## src/rtl/nlms_pkg.sv

```systemverilog
// Shared types and constants for the NLMS echo canceller core.
`default_nettype none
package nlms_pkg;

   localparam int SAMPLE_W  = 16;
   localparam int WEIGHT_W  = 32;
   localparam int POWER_W   = 40;
   localparam int DEN_W     = 41;
   localparam int ACC_W     = 64;
   localparam int TAPS_W    = 10;
   localparam int STEP_W    = 17;
   localparam int REGU_W    = 31;
   localparam int LEAK_W    = 17;
   localparam int CSR_IDX_W = 3;
   localparam int MUL_A_W   = 33;
   localparam int MUL_B_W   = 18;
   localparam int MUL_P_W   = 51;
   localparam int DIV_NUM_W = 60;
   localparam int DIV_Q_W   = 34;
   localparam int DIV_CNT_W = 6;

   typedef enum logic [CSR_IDX_W-1:0] {
      CSR_TAPS  = 3'd0,
      CSR_STEP  = 3'd1,
      CSR_REGU  = 3'd2,
      CSR_LEAK  = 3'd3,
      CSR_NORM  = 3'd4,
      CSR_CLEAR = 3'd5
   } csr_index_type;

   typedef enum logic [4:0] {
      ST_CLR_ALL,
      ST_IDLE,
      ST_CLR_HIST,
      ST_MOD,
      ST_PW_RD,
      ST_PW_OLD,
      ST_PW_SUB,
      ST_PW_ADD,
      ST_PW_THR,
      ST_FIR_RD,
      ST_FIR_MUL,
      ST_FIR_ACC,
      ST_EST,
      ST_UPD_RD,
      ST_UPD_EX,
      ST_UPD_LK,
      ST_UPD_MU,
      ST_UPD_DV,
      ST_UPD_WT,
      ST_UPD_WR,
      ST_DONE
   } state_type;

endpackage
`default_nettype wire

```

## src/rtl/nlms_div.sv

```systemverilog
// Restoring divider, one quotient bit per cycle, quotient clamped on overflow.
`default_nettype none
module nlms_div (
   input  wire logic                                clock,
   input  wire logic                                reset,
   input  wire logic                                start,
   input  wire logic [nlms_pkg::DIV_NUM_W-1:0]      num,
   input  wire logic [nlms_pkg::DEN_W-1:0]          den,
   output logic      [nlms_pkg::DIV_Q_W:0]          quot,
   output logic                                     done,
   output logic                                     busy
);

   localparam int NW = nlms_pkg::DIV_NUM_W;
   localparam int QW = nlms_pkg::DIV_Q_W;
   localparam int DW = nlms_pkg::DEN_W;

   logic          busy_ff, busy_in;
   logic          done_ff, done_in;
   logic [nlms_pkg::DIV_CNT_W-1:0] cnt_ff, cnt_in;
   logic [DW-1:0] rem_ff, rem_in;
   logic [QW-1:0] lo_ff, lo_in;
   logic [QW:0]   q_ff, q_in;
   logic [DW:0]   trial;
   logic [DW-1:0] top_bits;

   assign top_bits = DW'(num[NW-1:QW]);
   assign trial    = {rem_ff, lo_ff[QW-1]};

   always_comb begin
      busy_in = busy_ff;
      done_in = 1'b0;
      cnt_in  = cnt_ff;
      rem_in  = rem_ff;
      lo_in   = lo_ff;
      q_in    = q_ff;
      if (start) begin
         q_in = '0;
         if (top_bits >= den) begin
            // quotient would not fit: hand back the clamp value
            q_in    = (QW+1)'(1) << QW;
            done_in = 1'b1;
         end else begin
            rem_in  = top_bits;
            lo_in   = num[QW-1:0];
            cnt_in  = nlms_pkg::DIV_CNT_W'(QW);
            busy_in = 1'b1;
         end
      end else if (busy_ff) begin
         if (trial >= {1'b0, den}) begin
            rem_in = DW'(trial - {1'b0, den});
            q_in   = {q_ff[QW-1:0], 1'b1};
         end else begin
            rem_in = DW'(trial);
            q_in   = {q_ff[QW-1:0], 1'b0};
         end
         lo_in  = lo_ff << 1;
         cnt_in = cnt_ff - 1'b1;
         if (cnt_ff == nlms_pkg::DIV_CNT_W'(1)) begin
            busy_in = 1'b0;
            done_in = 1'b1;
         end
      end
   end

   always_ff @(posedge clock) begin
      if (reset) begin
         busy_ff <= 1'b0;
         done_ff <= 1'b0;
         cnt_ff  <= '0;
      end else begin
         busy_ff <= busy_in;
         done_ff <= done_in;
         cnt_ff  <= cnt_in;
      end
      rem_ff <= rem_in;
      lo_ff  <= lo_in;
      q_ff   <= q_in;
   end

   assign quot = q_ff;
   assign done = done_ff;
   assign busy = busy_ff;

   property p_no_restart;
      @(posedge clock) disable iff (reset) busy_ff |-> !start;
   endproperty
   a_no_restart: assert property (p_no_restart) else $error("divider restarted while busy");

   property p_done_ends_busy;
      @(posedge clock) disable iff (reset) $fell(busy_ff) |-> done_ff;
   endproperty
   a_done_ends_busy: assert property (p_done_ends_busy) else $error("busy fell without done");

   property p_rem_below_den;
      @(posedge clock) disable iff (reset) busy_ff && $stable(den) |-> rem_ff < den;
   endproperty
   a_rem_below_den: assert property (p_rem_below_den) else $error("remainder out of range");

endmodule
`default_nettype wire

```

## config.mk

```make
export PLATFORM = sky130hd
export DESIGN_NAME = nlms_div
export DESIGN_NICKNAME = d
export VERILOG_FILES = /design/src/rtl/nlms_pkg.sv /design/src/rtl/nlms_div.sv
export SDC_FILE = /design/constraint.sdc
export NUM_CORES = 1
export LEC_CHECK = 0
export BUFFER_PORTS_ARGS = -buffer_cell sky130_fd_sc_hd__buf_2
export CAP_MARGIN = 30
export CORE_MARGIN = 4
export CORE_UTILIZATION = 30
export DETAILED_ROUTE_END_ITERATION = 16
export HOLD_SLACK_MARGIN = 0.08
export PLACE_DENSITY = 0.58
export SLEW_MARGIN = 10
export SYNTH_ARGS = -nofsm -noshare
export SYNTH_HDL_FRONTEND = slang
export SYNTH_SLANG_ARGS = --single-unit
```

## constraint.sdc

```tcl
create_clock -name clock -period 6.1 [get_ports clock]
set_clock_uncertainty 0.05 [all_clocks]
set_input_delay 0.61 -clock clock [delete_from_list [all_inputs] [get_ports clock]]
set_output_delay 0.61 -clock clock [all_outputs]
set_load 0.05 [all_outputs]
```

== Yosys cells after proc, flatten, opt, wreduce, memory -nomap -nowiden ==
Cells that the tools add are included.

* Register bits after elaboration: 118
* Output and inout port bits: 37
* Logic and storage cells: 36

* Multiplexer cells: 22
* Reductions and logical operators: 2
* Equal/unequal tests: 2
* $lt $le $gt $ge: 2
* Add/sub/neg operators: 2

{| class="wikitable"
|+ Operator list
! kind !! number
|-
| 41-bit 2-to-1 mux || 4
|-
| 35-bit 2-to-1 mux || 3
|-
| 34-bit 2-to-1 mux || 3
|-
| 42-bit by 41-bit greater-or-equal comparator with 1-bit output || 1
|-
| 26-bit by 41-bit greater-or-equal comparator with 1-bit output || 1
|-
| 41-bit subtractor || 1
|-
| 6-bit 2-to-1 mux || 3
|-
| 1-bit 2-to-1 mux || 9
|-
| 6-bit by 1-bit equality test with 1-bit output (second input constant) || 1
|-
| 6-bit by 1-bit subtractor with 6-bit output (second input constant) || 1
|-
| 2-bit inequality test (second input constant) || 1
|-
| 2-bit AND reduction || 1
|-
| 2-bit nonzero test || 1
|}

== Logic depth before layout (Yosys ltp) ==
* Word-level depth: 4
* Depth in mapped cells: 14
* Depth with buffers taken out: 13

== Worst setup path before layout ==
Ideal clock, no wire load.

* Kind: input-to-reg
* Start point: input den[2] (netlist name)
* End point: register cnt_ff[4] (netlist name)
* Path slack: -0.221 ns
* Setup time: 0.340 ns
* Data arrival time: 5.932 ns
* Path buffers: 0
* Stages on the path: 10
* Cells stage by stage: inv_1 -> ha_1 -> a21o_1 -> a21o_1 -> a211oi_1 -> o21a_1 -> o21a_1 -> o211ai_1 -> a21oi_1 -> a311oi_1

* Word-level cells in the longest chain between the ends: 3

{| class="wikitable"
|+ Ends and longest elaborated chain
! item !! RTL line !! RTL
|-
| start: declaration || nlms_div.sv:8 || <nowiki>input wire logic [nlms_pkg::DEN_W-1:0] den,</nowiki>
|-
| 26-bit by 41-bit greater-or-equal comparator with 1-bit output || nlms_div.sv:39 || <nowiki>if (top_bits >= den) begin</nowiki>
|-
| 2-bit inequality test (no source line) || - ||
|-
| 2-bit AND reduction (no source line) || - ||
|-
| end signal: assignment || nlms_div.sv:74 || <nowiki>cnt_ff <= cnt_in;</nowiki>
|-
| end: declaration || nlms_div.sv:20 || <nowiki>logic [nlms_pkg::DIV_CNT_W-1:0] cnt_ff, cnt_in;</nowiki>
|}

Every way passes these cells.
A chain may end at the register's enable or synchronous reset.

== Final worst setup path ==
* Start point: register lo_ff[33]
* End point: register rem_ff[22], data pin

* Word-level cells in the longest chain between the ends: 4
* Elaborated cells on any way between the ends: 5

{| class="wikitable"
|+ Ends and longest elaborated chain
! item !! RTL line !! RTL
|-
| start: declaration || nlms_div.sv:22 || <nowiki>logic [QW-1:0] lo_ff, lo_in;</nowiki>
|-
| start signal: assignment || nlms_div.sv:77 || <nowiki>lo_ff <= lo_in;</nowiki>
|-
| 41-bit subtractor or 42-bit by 41-bit greater-or-equal comparator with 1-bit output (tied branches) || nlms_div.sv:51, nlms_div.sv:50 ||
|-
| 41-bit 2-to-1 mux * || nlms_div.sv:50 || <nowiki>if (trial >= {1'b0, den}) begin</nowiki>
|-
| 41-bit 2-to-1 mux * || nlms_div.sv:49 || <nowiki>end else if (busy_ff) begin</nowiki>
|-
| 41-bit 2-to-1 mux * || nlms_div.sv:37 || <nowiki>if (start) begin</nowiki>
|-
| named net rem_in[22] || nlms_div.sv:21 || <nowiki>logic [DW-1:0] rem_ff, rem_in;</nowiki>
|-
| end signal: assignment || nlms_div.sv:76 || <nowiki>rem_ff <= rem_in;</nowiki>
|-
| end: declaration || nlms_div.sv:21 ||
|}

The timed path passes the listed nets; every way through them passes the cells marked *. The select of a mux whose other input is x is not followed.

==> reports/summary.txt <==
=================================================================================
Top flip-flop cell by instance count after synthesis                     edfxtp_1
Placement row count                                                            60
Via Count                                                                    6562
Number of buffer and inverter stages on the critical path                       1
H-tree depth reported by CTS                                                    4
Most area-hungry cell type in the Yosys netlist                          edfxtp_1
Pins over their slew limit                                                      0
Total routed wire length on the met1 layer                               10400 um
Wire per inst                                                             16.4 um
Critical-path cell list                                              inv_1 > ha_1 > fa_1 > nand2b_1 > a21o_1 > a31oi_1 > a41o_1 > nor2_2 > o21ai_2 > and2_4 > mux2_4 > mux2_2
Fraction of layout instances using a drive strength above 1                 0.233
Fill cells                                                                   2723
Delay of the slowest cell on the worst path                               0.59 ns
Start-to-end type of the worst setup path                                 reg2reg
Leading post-synthesis cells by cell area                            edfxtp_1 40%, ha_1 10%, mux2_2 5.2%, a21oi_1 3.9%, mux2i_1 3.0%
Post-CTS Setup Bufs                                                             0
Top library cells by usage in the layout, fill and taps aside        139 x buf_2, 110 x edfxtp_1, 69 x ha_1
Fin nets                                                                     1124
Global-route wire length before repair                                   35400 um
Slowest cell on the critical path                                          and2_4
Number of top-level pins                                                      141
Final weighted congestion of routability-driven global placement            0.861
Most common cell after layout, fill and taps aside                          buf_2
Number of nets still failing antenna checks after routing                       0
Setup crit end kind                                                          flop
Critical Path AT                                                          4.00 ns
Cell total after placement                                                   1271
Die Footprint                                                          30200 um^2
Post-layout instance area                                               9890 um^2
Final hold violations                                                           0
Sequential area share after synthesis                                       0.420
Crit path launch type                                                        flop
Clock latency of the later-clocked register in the worst-skew pair        0.41 ns
Total power density per cell area                                     391 nW/um^2
Number of maximum-capacitance violations                                        0
Top-area cell type share of the netlist area                                0.401
Overall overflow remaining after global route                                   0
Count of mapped cells out of synthesis                                        819
Multi-input gate area                                                   4430 um^2
Post-detailed-route via-to-cell ratio                                        5.03
Wire length on met2                                                       9540 um
Peak VDD IR                                                              0.190 mV
CTS buffer count                                                               17
Via count of the first global-routing pass                                   6709
Number of standard cells in the layout, taps in and fillers out              1305
Number of input and output port buffers inserted                              140
Slew HR                                                                     0.416
Unrepaired setup endpoints after global routing                                no
Total of warnings raised by yosys                                               0
Effective utilization at floorplan                                          0.306
Number of clock sinks                                                         118
Worst-margin pin slew                                                    0.875 ns
Maximum number of buffers from clock root to sink                               2
Post-synthesis area per instance                                        10.1 um^2
Register area                                                           3460 um^2
Static leakage                                                         0.00434 uW
Final count of negative-setup-slack endpoints                                   0
Final setup TNS                                                              0 ns
Length of the first detailed-routing pass in iterations                         5
Synth Cell Area                                                         8240 um^2
Met3 WL post-DR                                                           1210 um
Share of synthesized flip-flops with an asynchronous set or reset               0
Peak Freq                                                               0.257 GHz
Post-synthesis net count                                                      993
Core Footprint                                                         27000 um^2
Initial DRC count                                                             365
Layout-stage area growth over the synthesis result                          20.1%
CTS resizes                                                                     0
Number of antenna violations at the first check in global routing               4
Worst EP required                                                         6.21 ns
Time the final worst path needs with I/O delays and setup                 3.89 ns
Aggregate global-route resource usage                                       0.143
Number of unique standard cell types used by synthesis                         66
Share of the cycle needed by the critical path after routing                0.637
DR top layer                                                                 met5
Type of the most critical hold path                                        in2reg
Seq cells post-synth                                                          118
Number of enable-type register cells in the synthesized netlist               110
Status                                                               finished, final reports clean
Cell family with the largest share of critical-path delay            compound AO/OA/AOI/OAI gates
Die Wd                                                                     174 um
Height of the die                                                          174 um
CTS tree                                                                      yes
Post-cts hold buffer count                                                      0
Maximum number of pins on one net before global-route repair                   89
Critical-path maximum fanout                                                   38
HPWL after detailed placement                                            16100 um
Placed Area                                                             9290 um^2
Remaining DRCs                                                                  0
Worst-path clk slew                                                       0.06 ns
Root buffer cell                                                        clkbuf_16
Post-Route WL                                                            21500 um
=================================================================================
-- worst paths after layout --
kind / startpoint / to / slack, ns / cells after the start
worst max register to register: lo_ff[33] / rem_ff[22] / 2.21 / 12
worst min-delay path: num[0] / lo_ff[0] / 0.43 / 2
worst max-delay path: lo_ff[33] / rem_ff[22] / 2.21 / 12
worst min register to register: cnt_ff[4] / cnt_ff[4] / 0.44 / 1
-- routing by layer --
metal  vias to the layer above  global-route usage
li1                       3301                   -
met3                        23              0.0397
met5                         -                   0
met4                         6              0.0386
met2                       153               0.226
met1                      3079               0.194
-- synthesized netlist by cell type (3+ instances only) --
library cell,n
a21oi_1,64
xor2_1,12
nand3b_1,5
buf_2,4
a41oi_1,3
o21ai_1,8
a21o_1,30
nor2b_1,36
or2_2,3
inv_1,57
nand4_1,12
nor2_1,36
xnor2_1,19
and3_1,9
clkbuf_1,22
a221o_1,3
mux2_4,3
o21bai_1,6
a211oi_1,6
o21a_1,7
o211ai_1,5
mux2i_1,25
nand2_1,63
edfxtp_1,110
nand3_1,21
mux2_2,38
o31ai_1,9
or3_1,4
o21ai_0,45
ha_1,69
nor4_1,6
a31oi_1,9
a32o_1,3
nand2b_1,9
nor3_1,13
dfxtp_1,8
-- kinds of logic (layout without fill, tap and decap cells) --
kind of cell,count (synthesis),in the layout,synth area share
AND/OR/NAND/NOR,226,226,0.139
AO/OA/AOI/OAI,219,219,0.170
flip-flops,118,118,0.420
buffers and inverters,89,233,0.0431
adder cells (fa/ha/maj),70,70,0.107
multiplexers,66,66,0.0878
XOR/XNOR,31,31,0.0330
other,0,1,0
-- cell type report --
cell class / count / area share
multi-input cells: 612 / 0.448
flip-flops and latches: 118 / 0.350
repair buffers: 144 / 0.0794
clock buffers: 20 / 0.0441
well taps: 341 / 0.0431
inverters: 57 / 0.0216
clock inverters: 12 / 0.0133
diodes: 1 / 0.000253
-- flip-flops by register name, indices dropped and copies added, names as in the netlist --
| register | cells |
|---|---|
| busy | 1 |
| cnt_ff | 6 |
| done | 1 |
| lo_ff | 34 |
| quot | 35 |
| rem_ff | 41 |
-- report_power, final --
group	internal [uW]	total [uW]	switching, uW	leakage (uW)
Combinational	703	1720	1020	0.00286
Clock	600	979	379	0.000266
Sequential	1090	1170	79.3	0.00121
-- through the flow --
step                      setup WS [ns]  hold WS, ns  power [uW]  utilization
after global placement             1.95        0.432        2880        0.344
after CTS                          2.19        0.411        3890        0.366
after global routing               1.98        0.433        4150        0.367
final                              2.21        0.425        3870        0.367
after detailed placement           1.87        0.428        2890        0.345
after floorplan                    1.42        0.400        2520            -
No activity file was read; power rests on OpenSTA's default activity.
